**src/rtl/core/fhr_pkg.sv**
```systemverilog
// fhr_pkg: shared types and constants for the frame header receiver
// used by fhr_parser, fhr_out_reg and frame_header_receiver; no dependencies
`timescale 1ns / 1ps

package fhr_pkg;

   // configuration register map
   localparam int CSR_IDX_W  = 1;
   localparam int CSR_DATA_W = 8;
   localparam logic [CSR_IDX_W-1:0] CSR_MAGIC_FIRST  = 1'b0;
   localparam logic [CSR_IDX_W-1:0] CSR_MAGIC_SECOND = 1'b1;

   // reset values of the magic bytes, ASCII F and R
   localparam logic [CSR_DATA_W-1:0] MAGIC_FIRST_RST  = 8'd70;
   localparam logic [CSR_DATA_W-1:0] MAGIC_SECOND_RST = 8'd82;

   // header byte positions
   localparam logic [2:0] HDR_MAGIC2 = 3'd1;
   localparam logic [2:0] HDR_W_LO   = 3'd2;
   localparam logic [2:0] HDR_W_HI   = 3'd3;
   localparam logic [2:0] HDR_H_LO   = 3'd4;
   localparam logic [2:0] HDR_H_HI   = 3'd5;
   localparam logic [2:0] HDR_LAST   = 3'd7;
   localparam logic [2:0] HDR_START  = 3'd1;

   localparam int BYTES_PER_PIXEL = 3;

   typedef enum logic [1:0] {
      PH_IDLE   = 2'd0,
      PH_HEADER = 2'd1,
      PH_PIXELS = 2'd2
   } phase_type;

   // one result beat
   typedef struct packed {
      logic        pixel_write;
      logic [15:0] pixel_index;
      logic [7:0]  pixel_data;
      logic        frame_done;
      logic [7:0]  frame_width;
      logic [7:0]  frame_height;
      logic        header_rejected;
   } rsp_type;

endpackage

```
**src/rtl/core/fhr_in_reg.sv**
```systemverilog
// fhr_in_reg: input register for one byte beat
// depends on nothing; stall comes from the downstream advance signal
`timescale 1ns / 1ps

module fhr_in_reg (
   input  logic       clock,
   input  logic       reset,
   input  logic       req_valid,
   output logic       req_stall,
   input  logic [7:0] req_data_byte,
   input  logic       advance,
   output logic       fire,
   output logic [7:0] data_byte
);

   logic       vld_ff, vld_in;
   logic [7:0] byte_ff;
   logic       accept;

   // hold the beat until the parser takes it
   assign req_stall = vld_ff & ~advance;
   assign accept    = req_valid & ~req_stall;
   assign vld_in    = accept | (vld_ff & ~advance);
   assign fire      = vld_ff & advance;
   assign data_byte = byte_ff;

   always_ff @(posedge clock) begin
      if (reset) begin
         vld_ff <= 1'b0;
      end else begin
         vld_ff <= vld_in;
      end
   end

   // payload
   always_ff @(posedge clock) begin
      if (accept) begin
         byte_ff <= req_data_byte;
      end
   end

endmodule

```
**src/rtl/core/fhr_parser.sv**
```systemverilog
// fhr_parser: header collection, size check and pixel counting
// depends on fhr_pkg; one byte is processed per fire
`timescale 1ns / 1ps

module fhr_parser import fhr_pkg::*; #(
   parameter int MAX_SIDE = 128
) (
   input  logic                  clock,
   input  logic                  reset,
   input  logic                  fire,
   input  logic [7:0]            data_byte,
   input  logic [CSR_DATA_W-1:0] magic_first,
   input  logic [CSR_DATA_W-1:0] magic_second,
   output rsp_type               rsp
);

   localparam int SIDE_W = $clog2(MAX_SIDE + 1);
   localparam int CNT_N  = $clog2(BYTES_PER_PIXEL * MAX_SIDE * MAX_SIDE + 1);
   localparam int CW     = (CNT_N > 16) ? CNT_N : 16;

   phase_type     phase_ff, phase_in;
   logic [2:0]    hcnt_ff, hcnt_in;
   logic [7:0]    mag2_ff, mag2_in;
   logic [7:0]    w_lo_ff, w_lo_in, w_hi_ff, w_hi_in;
   logic [7:0]    h_lo_ff, h_lo_in, h_hi_ff, h_hi_in;
   logic [CW-1:0] expected_ff, expected_in;
   logic [CW-1:0] received_ff, received_in;

   logic [15:0]         width_w, height_w;
   logic                header_ok;
   logic [2*SIDE_W-1:0] area;
   logic [CW-1:0]       received_inc;

   // header checks on the stored bytes
   assign width_w   = {w_hi_ff, w_lo_ff};
   assign height_w  = {h_hi_ff, h_lo_ff};
   assign header_ok = (mag2_ff == magic_second)
                   && (width_w != 16'd0) && (width_w <= 16'(MAX_SIDE))
                   && (height_w != 16'd0) && (height_w <= 16'(MAX_SIDE));
   assign area         = width_w[SIDE_W-1:0] * height_w[SIDE_W-1:0];
   assign received_inc = received_ff + CW'(1);

   // next state and result
   always_comb begin
      phase_in    = phase_ff;
      hcnt_in     = hcnt_ff;
      mag2_in     = mag2_ff;
      w_lo_in     = w_lo_ff;
      w_hi_in     = w_hi_ff;
      h_lo_in     = h_lo_ff;
      h_hi_in     = h_hi_ff;
      expected_in = expected_ff;
      received_in = received_ff;
      rsp         = '0;
      unique case (phase_ff)
         PH_HEADER: begin
            unique case (hcnt_ff)
               HDR_MAGIC2: mag2_in = data_byte;
               HDR_W_LO:   w_lo_in = data_byte;
               HDR_W_HI:   w_hi_in = data_byte;
               HDR_H_LO:   h_lo_in = data_byte;
               HDR_H_HI:   h_hi_in = data_byte;
               default:    ;
            endcase
            hcnt_in = hcnt_ff + 3'd1;
            if (hcnt_ff == HDR_LAST) begin
               hcnt_in = '0;
               if (header_ok) begin
                  expected_in = CW'(area) * CW'(BYTES_PER_PIXEL);
                  received_in = '0;
                  phase_in    = PH_PIXELS;
               end else begin
                  rsp.header_rejected = 1'b1;
                  phase_in            = PH_IDLE;
               end
            end
         end
         PH_PIXELS: begin
            rsp.pixel_write = 1'b1;
            rsp.pixel_index = received_ff[15:0];
            rsp.pixel_data  = data_byte;
            received_in     = received_inc;
            if (received_inc >= expected_ff) begin
               rsp.frame_done   = 1'b1;
               rsp.frame_width  = w_lo_ff;
               rsp.frame_height = h_lo_ff;
               phase_in         = PH_IDLE;
            end
         end
         default: begin
            phase_in = PH_IDLE;
            if (data_byte == magic_first) begin
               hcnt_in  = HDR_START;
               phase_in = PH_HEADER;
            end
         end
      endcase
   end

   // control state
   always_ff @(posedge clock) begin
      if (reset) begin
         phase_ff    <= PH_IDLE;
         hcnt_ff     <= '0;
         expected_ff <= '0;
         received_ff <= '0;
      end else if (fire) begin
         phase_ff    <= phase_in;
         hcnt_ff     <= hcnt_in;
         expected_ff <= expected_in;
         received_ff <= received_in;
      end
   end

   // header bytes
   always_ff @(posedge clock) begin
      if (fire) begin
         mag2_ff <= mag2_in;
         w_lo_ff <= w_lo_in;
         w_hi_ff <= w_hi_in;
         h_lo_ff <= h_lo_in;
         h_hi_ff <= h_hi_in;
      end
   end

endmodule

```
**src/rtl/core/fhr_out_reg.sv**
```systemverilog
// fhr_out_reg: result register between the parser and the rsp channel
// depends on fhr_pkg for the result type
`timescale 1ns / 1ps

module fhr_out_reg import fhr_pkg::*; (
   input  logic    clock,
   input  logic    reset,
   input  logic    fire,
   input  rsp_type rsp_next,
   output logic    advance,
   output logic    rsp_valid,
   input  logic    rsp_stall,
   output rsp_type rsp
);

   logic    vld_ff, vld_in;
   rsp_type rsp_ff;

   // room for a new beat when empty or the held one leaves
   assign advance   = ~vld_ff | ~rsp_stall;
   assign vld_in    = fire | (vld_ff & rsp_stall);
   assign rsp_valid = vld_ff;
   assign rsp       = rsp_ff;

   always_ff @(posedge clock) begin
      if (reset) begin
         vld_ff <= 1'b0;
      end else begin
         vld_ff <= vld_in;
      end
   end

   // payload
   always_ff @(posedge clock) begin
      if (fire) begin
         rsp_ff <= rsp_next;
      end
   end

endmodule

```
**src/rtl/core/frame_header_receiver.sv**
```systemverilog
// frame_header_receiver: byte-serial frame header parser and pixel indexer
// path: a req beat passes the input register, then the result register, on its way to the rsp beat
// throughput: one byte per cycle, one rsp beat per req beat; limited only by rsp_stall
// reset: synchronous, clears phase and counters, magic bytes return to 'F' and 'R'
// depends on fhr_pkg, fhr_in_reg, fhr_parser, fhr_out_reg
`timescale 1ns / 1ps

module frame_header_receiver import fhr_pkg::*; #(
   parameter int MAX_SIDE = 128
) (
   input  logic                  clock,
   input  logic                  reset,
   input  logic                  req_valid,
   output logic                  req_stall,
   input  logic [7:0]            req_data_byte,
   output logic                  rsp_valid,
   input  logic                  rsp_stall,
   output logic                  rsp_pixel_write,
   output logic [15:0]           rsp_pixel_index,
   output logic [7:0]            rsp_pixel_data,
   output logic                  rsp_frame_done,
   output logic [7:0]            rsp_frame_width,
   output logic [7:0]            rsp_frame_height,
   output logic                  rsp_header_rejected,
   input  logic                  csr_wr_en,
   input  logic [CSR_IDX_W-1:0]  csr_index,
   input  logic [CSR_DATA_W-1:0] csr_wdata
);

   logic                  advance, fire;
   logic [7:0]            data_byte;
   rsp_type               rsp_next, rsp;
   logic [CSR_DATA_W-1:0] magic_first_ff, magic_second_ff;

   // configuration registers
   always_ff @(posedge clock) begin
      if (reset) begin
         magic_first_ff  <= MAGIC_FIRST_RST;
         magic_second_ff <= MAGIC_SECOND_RST;
      end else if (csr_wr_en) begin
         unique case (csr_index)
            CSR_MAGIC_FIRST:  magic_first_ff  <= csr_wdata;
            CSR_MAGIC_SECOND: magic_second_ff <= csr_wdata;
            default:          ;
         endcase
      end
   end

   fhr_in_reg u_in_reg (
      .clock         (clock),
      .reset         (reset),
      .req_valid     (req_valid),
      .req_stall     (req_stall),
      .req_data_byte (req_data_byte),
      .advance       (advance),
      .fire          (fire),
      .data_byte     (data_byte)
   );

   fhr_parser #(
      .MAX_SIDE (MAX_SIDE)
   ) u_parser (
      .clock        (clock),
      .reset        (reset),
      .fire         (fire),
      .data_byte    (data_byte),
      .magic_first  (magic_first_ff),
      .magic_second (magic_second_ff),
      .rsp          (rsp_next)
   );

   fhr_out_reg u_out_reg (
      .clock     (clock),
      .reset     (reset),
      .fire      (fire),
      .rsp_next  (rsp_next),
      .advance   (advance),
      .rsp_valid (rsp_valid),
      .rsp_stall (rsp_stall),
      .rsp       (rsp)
   );

   // result fields
   assign rsp_pixel_write     = rsp.pixel_write;
   assign rsp_pixel_index     = rsp.pixel_index;
   assign rsp_pixel_data      = rsp.pixel_data;
   assign rsp_frame_done      = rsp.frame_done;
   assign rsp_frame_width     = rsp.frame_width;
   assign rsp_frame_height    = rsp.frame_height;
   assign rsp_header_rejected = rsp.header_rejected;

endmodule

```
**config.mk**
```make
export PLATFORM = sky130hd
export DESIGN_NAME = frame_header_receiver
export DESIGN_NICKNAME = d
export VERILOG_FILES = /design/src/rtl/core/fhr_pkg.sv /design/src/rtl/core/fhr_in_reg.sv /design/src/rtl/core/fhr_parser.sv /design/src/rtl/core/fhr_out_reg.sv /design/src/rtl/core/frame_header_receiver.sv
export SDC_FILE = /design/constraint.sdc
export NUM_CORES = 1
export LEC_CHECK = 0
export BUFFER_PORTS_ARGS = -buffer_cell sky130_fd_sc_hd__buf_4
export CAP_MARGIN = 20
export CORE_ASPECT_RATIO = 0.5
export CORE_MARGIN = 2
export CORE_UTILIZATION = 61
export DETAILED_ROUTE_END_ITERATION = 12
export HOLD_SLACK_MARGIN = 0.08
export PLACE_DENSITY = 0.86
export SLEW_MARGIN = 20
export SYNTH_ARGS = -nofsm -noshare
export SYNTH_HDL_FRONTEND = slang
export SYNTH_SLANG_ARGS = --single-unit
```
**constraint.sdc**
```tcl
create_clock -name clock -period 6.5 [get_ports clock]
set_clock_uncertainty 0.15 [all_clocks]
set_input_delay 0.65 -clock clock [delete_from_list [all_inputs] [get_ports clock]]
set_output_delay 0.65 -clock clock [all_outputs]
set_load 0.1 [all_outputs]
```
==> metrics.md, run 1 <==
| Metric | Value |
|---|---|
| Chip width | 176.0 um |
| Core Area | between 0.01 and 0.015 sq mm |
| Seq/Total Area, Yosys | around 42% |
| Die ar. | 0.01584 sq mm |
| Period minus WS final | between 6 and 7 ns |
| EDFF count, synth | between 90 and 100 |
| Hold path cells | 1 |
| CP dominant cell by count | fa_1 |
| NumNets Final | roughly 1100 |
| Critical Path AT | 6.34 ns |
| Hold Buf Count CTS | 0 |
| CTS tree | built |
| CP max stage delay | roughly 0.55 ns |
| DRC | 0 |
| Critical path class | reg2reg |
| Total power | approximately 2100 uW |
| Synth area leaders | edfxtp_1 30%, dfxtp_1 12%, ha_1 10% |
| Distinct cells, synth | 64 |
| Power density over the cells | just over 200 mW/mm^2 |
| Area delta synth->final | 13.86% |
| Post-CTS setup buffers | 0 |
| Final Hold Violating Endpoints | 0 |
| R2r worst-path depth | 20 |
| Gp weighted congestion | between 0.8 and 0.9 |
| DRT Wirelength | about 20 mm |
| CTS buffer count | 17 |
| Most frequent cells in the layout | 97 x nand2_1, 91 x edfxtp_1, 86 x inv_1, 73 x ha_1, 72 x buf_4 |
| Number of global-route vias before repair | about 6700 |
| Initial core utilization | 62.35% |
| CTS Root Buffer Type | clkbuf_16 |
| DP HPWL | ~14 mm |
| Via count | between 6000 and 7000 |
| First-pass GRT wire length | approximately 33 mm |
| Relative slew slack | between 40 and 50% |
| Final TNS setup | 0 ns |
| CP Capture Type | flop |
| Initial antenna violation count | 0 |
| Grt total ovfl | 0 |
| Worst-path clk slew | around 0.070 ns |
| Max VDD drop | between 0.2 and 0.25 mV |
| Most common cell after layout, fill and taps aside | nand2_1 |
| Post-layout util | 70.99% |
| Gr usage total | 26.23% |
| Req. time, crit path | between 6 and 7 ns |
| Synth Flop Type | edfxtp_1 |
| Ports | 67 |
| Vert. Die Dim | 89.99 um |
| Yosys Warn Count | 0 |
| Post-route cell area | approximately 0.010 sq mm |
| Finish-stage setup viols | 0 |
| Slowest stage cell on the critical path | fa_1 |
| Async set or reset register ratio after synthesis | 0% |
| Tcrit/Tclk final | 94.31% |
| Max_cap viols | 0 |
| Post-DR vias/cell | 5.811 |
| RSZ-0062 raised after global routing | no |
| Leak pwr | roughly 0.0043 uW |
| Max Fclk | between 0.15 and 0.2 GHz |
| Yosys reg bits | roughly 150 |
| I/O Buffers | 66 |
| CTS Sinks | about 150 |
| CTS max path bufs | 2 |
| Yosys top cell area share | between 30% and 40% |
| Max Slew Vio Count | 0 |
| Cells after Synth | 881 |
| CP Cell Sequence | nand2_1, fa_1, fa_1, fa_1, fa_1, inv_1, ha_1, a21o_1, nand2_1, nand3_1, a21oi_1, nor2_1, ha_1, nand3_1, o2111ai_1, or3b_1, mux2i_1, xor2_1, mux2i_1, nor2_1 |
| Clk Latency, worst-skew pair | around 0.43 ns |
| H-tree depth | 4 |
| Syn nets | slightly above 1000 |
| Rows | 31 |
| Mean post-synth cell area | ~10 sq um |
| CTS-repair resized insts | 0 |
| Hold Crit Class | in2reg |
| Routed wire per std cell | between 15 and 20 um |
| Proportion of layout cells with a drive suffix above 1 | roughly an eighth |
| Placed cell areas | a little under 0.01 sq mm |
| Drt first pass iters | 5 |
| Outcome | complete, no violations |
| Startpoint types | flop |
| CP max FO | 7 |
| Post-synth top area cell | edfxtp_1 |
| Worst hold slack | roughly 0.25 ns |
| Syn Std Cell Area | around 0.0090 sq mm |
| DRT iter0 DRCs | 660 |
| Slew of the pin with the lowest slew margin | about 0.80 ns |
| Largest net degree at the start of global routing | 61 |
| ANT cells | 0 |
| Antenna Nets Post-Route | 0 |
stage by stage:
step | cells | setup WS (ns)
3_5_place_dp | 1117 | 0.4303
3_3_place_gp | 1117 | 0.5180
6_report | 1153 | 0.3702
4_1_cts | 1149 | 0.3882
2_1_floorplan | 881 | 0.9067
5_1_grt | 1153 | 0.01711
metal layers:
layer  global-route usage [%]  up-vias  part of all wire, %
li1                         -     3141                    -
met1                    35.24     3244                   43
met2                    43.41      273                   48
met3                    6.007       42                  7.2
met4                    6.543        0                  1.7
met5                        0        -                    0
layout make-up:
cell class,instances,area [sq um]
clock buffers,17,425.4
clock inverters,15,160.2
fillers,967,4197
inverters,87,326.6
multi-input cells,618,4737
flip-flops and latches,146,3834
well taps,198,247.7
repair buffers,72,540.5
cells in the mapped netlist, types with 2 or more instances:
| library cell | number |
|---|---|
| nand2_1 | 97 |
| edfxtp_1 | 91 |
| inv_1 | 86 |
| ha_1 | 73 |
| and2_1 | 70 |
| a21oi_1 | 57 |
| dfxtp_1 | 55 |
| nor2_1 | 44 |
| fa_1 | 37 |
| xnor2_1 | 30 |
| and3_1 | 29 |
| clkbuf_1 | 25 |
| nand3_1 | 25 |
| xor2_1 | 23 |
| nor4_1 | 10 |
| a21o_1 | 9 |
| o21ai_0 | 9 |
| a211oi_1 | 7 |
| nor2b_1 | 7 |
| nor3_1 | 7 |
| o21bai_1 | 7 |
| nand3b_1 | 6 |
| nand4_1 | 6 |
| mux2i_1 | 5 |
| nand2b_1 | 5 |
| o21ai_1 | 5 |
| o21a_1 | 4 |
| buf_2 | 3 |
| nand4b_1 | 3 |
| o211ai_1 | 3 |
| or3_1 | 3 |
| or4_1 | 3 |
| a211oi_2 | 2 |
| a32oi_1 | 2 |
| nand3_2 | 2 |
| o31a_1 | 2 |
| xnor2_2 | 2 |
worst max-delay path, delay by kind of cell, from the launching register on:
kind	cells	cell delay (ns)
AND/OR/NAND/NOR	7	1.10
buffers and inverters	1	0.04
AO/OA/AOI/OAI	3	0.73
multiplexers	2	0.32
XOR/XNOR	1	0.27
adder cells (fa/ha/maj)	6	2.92
flip-flops	1	0.54
sequential cells by signal, indices dropped and copies added (netlist names), 2 cells and up:
register	count
u_parser.expected_ff	16
u_parser.w_hi_ff	8
u_parser.w_lo_ff	8
u_parser.h_lo_ff	8
u_parser.h_hi_ff	8
u_in_reg.data_byte	8
u_out_reg.rsp	43
u_parser.received_ff	16
u_parser.phase_ff	2
magic_second_ff	8
magic_first_ff	8
u_parser.mag2_ff	8
u_parser.hcnt_ff	3
cell families (layout without fill, tap and decap cells):
group,Yosys count,after routing,synth area share [%]
AO/OA/AOI/OAI,122,122,9.001
XOR/XNOR,55,55,5.506
adder cells (fa/ha/maj),110,110,18.34
buffers and inverters,117,191,5.035
flip-flops,146,146,42.50
multiplexers,5,5,0.5548
AND/OR/NAND/NOR,326,326,19.07
final timing paths:
kind	start	endpoint	slack, ns
worst max-delay path	u_parser.h_lo_ff[7]	u_parser.expected_ff[13]	0.37
worst max register to register	u_parser.h_lo_ff[7]	u_parser.expected_ff[13]	0.37
worst min-delay path	req_data_byte[7]	u_in_reg.data_byte[7]	0.25
worst min register to register	magic_first_ff[0]	magic_first_ff[0]	0.32
where the power goes:
group          internal (uW)  switching (uW)  total (uW)
registers               1000            15.6        1020
logic                   31.4             107         138
clock network            546             429         975
total                   1580             551        2130
Note: power is estimated with default switching activity, not from simulation.
==> run 2: changes to the inputs <==
Clock period 6.5 ns to 5.81 ns, I/O delays scaled along.
==> metrics.md, run 2 (same netlist as run 1, synthesis figures left out) <==
| Metric | Value |
|---|---|
| Max FFs per register | 43 (unchanged) |
| DP HPWL | 14.04 mm (+2.5%) |
| Relative slew slack | 49.30% (+2.9 points) |
| Ports | 67 (unchanged) |
| Gr usage total | 27.22% (+0.99 points) |
| CTS max path bufs | 2 (unchanged) |
| Drt first pass iters | 5 (unchanged) |
| Fillcell total | 844 (-13%) |
| Slew of the pin with the lowest slew margin | 0.7605 ns (-0.04331 ns) |
| DRT iter0 DRCs | 557 (-16%) |
| Hold Crit Class | in2reg |
| CTS Root Buffer Type | clkbuf_16 |
| Routed wire per std cell | 18.32 um (+6.5%) |
| Worst-path clk slew | 0.07 ns (about the same) |
| CTS tree | built |
| Post-DR vias/cell | 5.789 (-0.38%) |
| Outcome | complete, no violations |
| CP max FO | 5 (-2) |
| DRT Wirelength | 21.97 mm (+11%) |
| Final TNS setup | 0 ns (unchanged) |
| H-tree depth | 4 (unchanged) |
| I/O Buffers | 66 (unchanged) |
| NumNets Final | 1120 (+4.3%) |
| Worst hold slack | 0.1767 ns (-0.07103 ns) |
| Req. time, crit path | 5.97 ns (-0.74 ns) |
| Max Slew Vio Count | 0 (unchanged) |
| Max_cap viols | 0 (unchanged) |
| Hold Buf Count CTS | 0 (unchanged) |
| First-pass GRT wire length | 33.95 mm (+2.5%) |
| Initial antenna violation count | 0 (unchanged) |
| Die ar. | 0.01584 sq mm (unchanged) |
| Core Area | 0.01447 sq mm (unchanged) |
| Chip width | 176.0 um (unchanged) |
| Via count | 6941 (+3.6%) |
| Finish-stage setup viols | 0 (unchanged) |
| Max Fclk | 0.1722 GHz (+5.5%) |
| Largest net degree at the start of global routing | 61 (unchanged) |
| Leak pwr | 0.004617 uW (+6.4%) |
| DRC | 0 (unchanged) |
| Antenna Nets Post-Route | 0 (unchanged) |
| ANT cells | 0 (unchanged) |
| Most frequent cells in the layout | 109 x buf_4, 96 x nand2_1, 91 x edfxtp_1, 84 x inv_1, 69 x and2_1 |
| CTS buffer count | 17 (unchanged) |
| CP Capture Type | flop |
| Initial core utilization | 62.35% (unchanged) |
| Post-route cell area | 0.01097 sq mm (+6.8%) |
| Rows | 31 (unchanged) |
| Max VDD drop | 0.1658 mV (-23%) |
| Clk Latency, worst-skew pair | 0.43 ns (about the same) |
| Total power | 2428 uW (+14%) |
| RSZ-0062 raised after global routing | yes |
| Area delta synth->final | 21.55% |
| Proportion of layout cells with a drive suffix above 1 | 21.08% (+8.0 points) |
| Power density over the cells | 221.5 mW/mm^2 (+6.8%) |
| Number of global-route vias before repair | 6692 (+0.54%) |
| CTS Sinks | 146 (unchanged) |
| Startpoint types | flop |
| Placed cell areas | 0.009757 sq mm (+1.0%) |
| Gp weighted congestion | 0.8800 (-1.2%) |
| Critical Path AT | 5.97 ns (-0.37 ns) |
| Period minus WS final | 5.808 ns (-0.3223 ns) |
| Vert. Die Dim | 89.99 um (unchanged) |
| Most common cell after layout, fill and taps aside | buf_4 |
| Grt total ovfl | 0 (unchanged) |
| Tcrit/Tclk final | 99.96% (+5.7 points) |
| Critical path class | reg2reg |
| Final Hold Violating Endpoints | 0 (unchanged) |
run 2: through the flow:
step                      setup WS, ns  util (%)  std cells
final                         0.002438     75.79       1199
after global routing           -0.2216     75.79       1199
after global placement        -0.04826     67.44       1131
after floorplan                 0.2167         -        881
after detailed placement       -0.1856     67.44       1131
after CTS                    -0.005925     72.52       1177
run 2: where the power goes:
| group | internal [uW] | switching [uW] |
|---|---|---|
| Clock | 592 | 544 |
| Sequential | 1120 | 16.9 |
| Combinational | 35.2 | 120 |
| Total | 1750 | 681 |
run 2: area by class of cell:
type / count / area [sq um] / share of cell area (%)
timing repair buffer: 118 / 913.4 / 8.330
multi-input combinational: 618 / 5017 / 45.76
clock buffer: 17 / 425.4 / 3.880
inverter: 87 / 326.6 / 2.978
clock inverter: 15 / 201.4 / 1.837
tap: 198 / 247.7 / 2.259
sequential: 146 / 3834 / 34.96
run 2: per-layer routing:
layer	global-route usage [%]	wire length, um	up-vias
li1	-	-	3233
met1	36.44	9395	3373
met2	45.44	10700	282
met3	5.753	1387	53
met4	7.094	486	0
met5	0	0	-
run 2: timing repair:
| action | CTS | global route |
|---|---|---|
| pin swaps | 0 | 33 |
| gates resized for setup | 4 | 63 |
| buffers inserted | 14 | 22 |
| endpoints found under the setup margin | 3 | 5 |
run 2: path summary, 6_finish.rpt:
kind                           start                  endpoint  slack, ns  cells after the start
max              u_parser.w_lo_ff[1]  u_parser.expected_ff[14]      0.002                     22
min                 req_data_byte[3]     u_in_reg.data_byte[3]       0.18                      1
max reg2reg      u_parser.w_lo_ff[1]  u_parser.expected_ff[14]      0.002                     22
min reg2reg  u_parser.expected_ff[5]   u_parser.expected_ff[5]       0.31                      2
run 2: worst max-delay path: stages (launching register included):
cell and delay, ns:
edfxtp_1 0.50, buf_4 0.19, nand2_1 0.07, fa_1 0.45, fa_1 0.57, fa_1 0.46, fa_1 0.55, inv_1 0.07
ha_4 0.27, a21o_1 0.16, nand2_2 0.09, nand2_1 0.07, nor2_2 0.15, xnor2_2 0.11, ha_1 0.34, buf_4 0.17
a41oi_4 0.26, o21ai_4 0.11, a211oi_1 0.28, or3_1 0.17, a21oi_2 0.06, o21a_1 0.17, o31a_1 0.27
==> run 3: changes to the inputs <==
Settings changed: BUFFER_PORTS_ARGS -buffer_cell sky130_fd_sc_hd__buf_4 to not set, CORE_UTILIZATION 61 to 65, DONT_BUFFER_PORTS set to 1.
Clock period 5.81 ns to 6.46 ns, I/O delays scaled along.
==> metrics.md, run 3 (same netlist as run 1, synthesis figures left out) <==
| Metric | Value |
|---|---|
| Outcome | complete, no violations |
| DRT Wirelength | 21.30 mm (-3.1%) |
| Leak pwr | 0.004066 uW (-12%) |
| Tcrit/Tclk final | 95.57% (-4.4 points) |
| DRT iter0 DRCs | 813 (+46%) |
| Rows | 30 (-3.2%) |
| Critical Path AT | 6.33 ns (+0.36 ns) |
| Final TNS setup | 0 ns (unchanged) |
| CTS buffer count | 17 (unchanged) |
| CTS tree | built |
| RSZ-0062 raised after global routing | no |
| Area delta synth->final | 9.223% |
| Slew of the pin with the lowest slew margin | 1.027 ns (+0.2667 ns) |
| Grt total ovfl | 0 (unchanged) |
| Die ar. | 0.01489 sq mm (-5.9%) |
| Max_cap viols | 0 (unchanged) |
| Ports | 67 (unchanged) |
| Max VDD drop | 0.2412 mV (+45%) |
| Met2 WL | 10.07 mm (-5.9%) |
| Relative slew slack | 31.52% (-18 points) |
| Startpoint types | flop |
| CP Cell Sequence | buf_4, and2_1, fa_1, inv_1, fa_1, inv_1, fa_1, ha_1, ha_1, a21o_1, a21oi_1, nand4b_1, a31oi_1, xnor2_2, ha_1, nor2b_1, a32oi_1, a21oi_1, o21a_1, o31a_1 |
| Antenna Nets Post-Route | 0 (unchanged) |
| NumNets Final | 1018 (-9.1%) |
| Final Hold Violating Endpoints | 0 (unchanged) |
| DRC | 0 (unchanged) |
| Gr usage total | 29.72% (+2.5 points) |
| Req. time, crit path | 6.62 ns (+0.65 ns) |
| Post-DR vias/cell | 6.155 (+6.3%) |
| Period minus WS final | 6.174 ns (+0.3661 ns) |
| Chip width | 170.6 um (-3.1%) |
| Hold Buf Count CTS | 0 (unchanged) |
| CTS Root Buffer Type | clkbuf_16 |
| Finish-stage setup viols | 0 (unchanged) |
| CTS max path bufs | 2 (unchanged) |
| Total power | 2129 uW (-12%) |
| Hold Crit Class | in2reg |
| Core Area | 0.01355 sq mm (-6.3%) |
| Slowest stage cell on the critical path | edfxtp_1 |
| Critical path class | reg2reg |
| Drt first pass iters | 6 (+1) |
| Gp weighted congestion | 0.9410 (+6.9%) |
| CTS Sinks | 146 (unchanged) |
| Clk Latency, worst-skew pair | 0.43 ns (about the same) |
| DP HPWL | 14.01 mm (-0.19%) |
| Vert. Die Dim | 87.31 um (-3.0%) |
| First-pass GRT wire length | 33.73 mm (-0.65%) |
| Max Fclk | 0.1620 GHz (-5.9%) |
| Highest Signal Layer | met4 |
| I/O Buffers | 0 (-100%) |
| DRT met1 WL | 8.665 mm (-7.8%) |
| Power density over the cells | 216.1 mW/mm^2 (-2.4%) |
| CP max FO | 9 (+4) |
| Number of global-route vias before repair | 6619 (-1.1%) |
| CP max stage delay | 0.55 ns (-0.02 ns) |
| Most frequent cells in the layout | 97 x nand2_1, 91 x edfxtp_1, 85 x inv_1, 73 x ha_1, 70 x and2_1 |
| Initial antenna violation count | 0 (unchanged) |
| Max FFs per register | 43 (unchanged) |
| H-tree depth | 4 (unchanged) |
| ANT cells | 0 (unchanged) |
| Via count | 6715 (-3.3%) |
| Largest net degree at the start of global routing | 62 (+1.6%) |
| Initial core utilization | 66.57% (+4.2 points) |
| Max Slew Vio Count | 0 (unchanged) |
| Met3 wire len | 1.871 mm (+35%) |
| CP Capture Type | flop |
| Worst-path clk slew | 0.06 ns (about the same) |
| Routed wire per std cell | 19.52 um (+6.5%) |
| Proportion of layout cells with a drive suffix above 1 | 7.675% (-13 points) |
| Most common cell after layout, fill and taps aside | nand2_1 |
==> run 3: cell count changes in the layout (fill, tap and decap cells not counted), sizes merged <==
cell | before | now
bufinv | 0 | 2
buf | 118 | 16
clkbuf | 17 | 18
inv | 94 | 90
clkinvlp | 0 | 1
==> run 3: stage by stage <==
step                setup slack, ns  util, %  area (sq um)  std cells  hold WS (ns)
global placement             0.5613    67.57          9156       1046        0.2931
CTS                          0.3764    71.94          9748       1078        0.1435
global route                0.03812    72.71          9853       1091        0.1367
detailed placement           0.4265    67.57          9156       1046        0.2985
floorplan                    0.8667        -          9021        881        0.2819
finish                       0.2864    72.71          9853       1091        0.1555
==> run 3: path summary, 6_finish.rpt <==
check | endpoint | slack, ns | cells after the start | from
worst max-delay path | u_parser.expected_ff[14] | 0.29 | 20 | u_parser.h_lo_ff[7]
worst min-delay path | u_parser.expected_ff[15] | 0.16 | 1 | reset
worst max register to register | u_parser.expected_ff[14] | 0.29 | 20 | u_parser.h_lo_ff[7]
worst min register to register | magic_second_ff[7] | 0.31 | 2 | magic_second_ff[7]
==> run 3: area by class of cell <==
cell class | instances | area, sq um
clock buffers | 18 | 439.2
multi-input cells | 618 | 4741
flip-flops and latches | 146 | 3834
repair buffers | 16 | 120.1
clock inverters | 14 | 152.6
inverters | 87 | 326.6
well taps | 192 | 240.2
fillers | 849 | 3697
==> run 3: metal layers <==
layer / GRT usage [%] / up-vias
met5: 0 / -
met4: 11.27 / 0
met3: 6.361 / 79
met2: 49.94 / 370
met1: 38.42 / 3246
li1: - / 3020
==> run 3: timing repair <==
action | in CTS | in global routing
setup buffers | 0 | 13
resized for setup | 0 | 1
setup endpoints to repair | 0 | 1
==> run 3: worst max-delay path, delay by kind of cell, from the launching register on <==
kind	cells	cell delay [ns]
XOR/XNOR	1	0.20
adder cells (fa/ha/maj)	6	2.64
buffers and inverters	3	0.33
flip-flops	1	0.55
AO/OA/AOI/OAI	7	1.72
AND/OR/NAND/NOR	3	0.47
==> run 3: where the power goes <==
group | switching, uW | leakage (uW) | total (uW) | internal, uW
Clock | 411 | 0.000292 | 995 | 584
Combinational | 19.7 | 0.00248 | 30.6 | 10.9
Sequential | 94.0 | 0.00129 | 1100 | 1010
Total | 525 | 0.00407 | 2130 | 1600
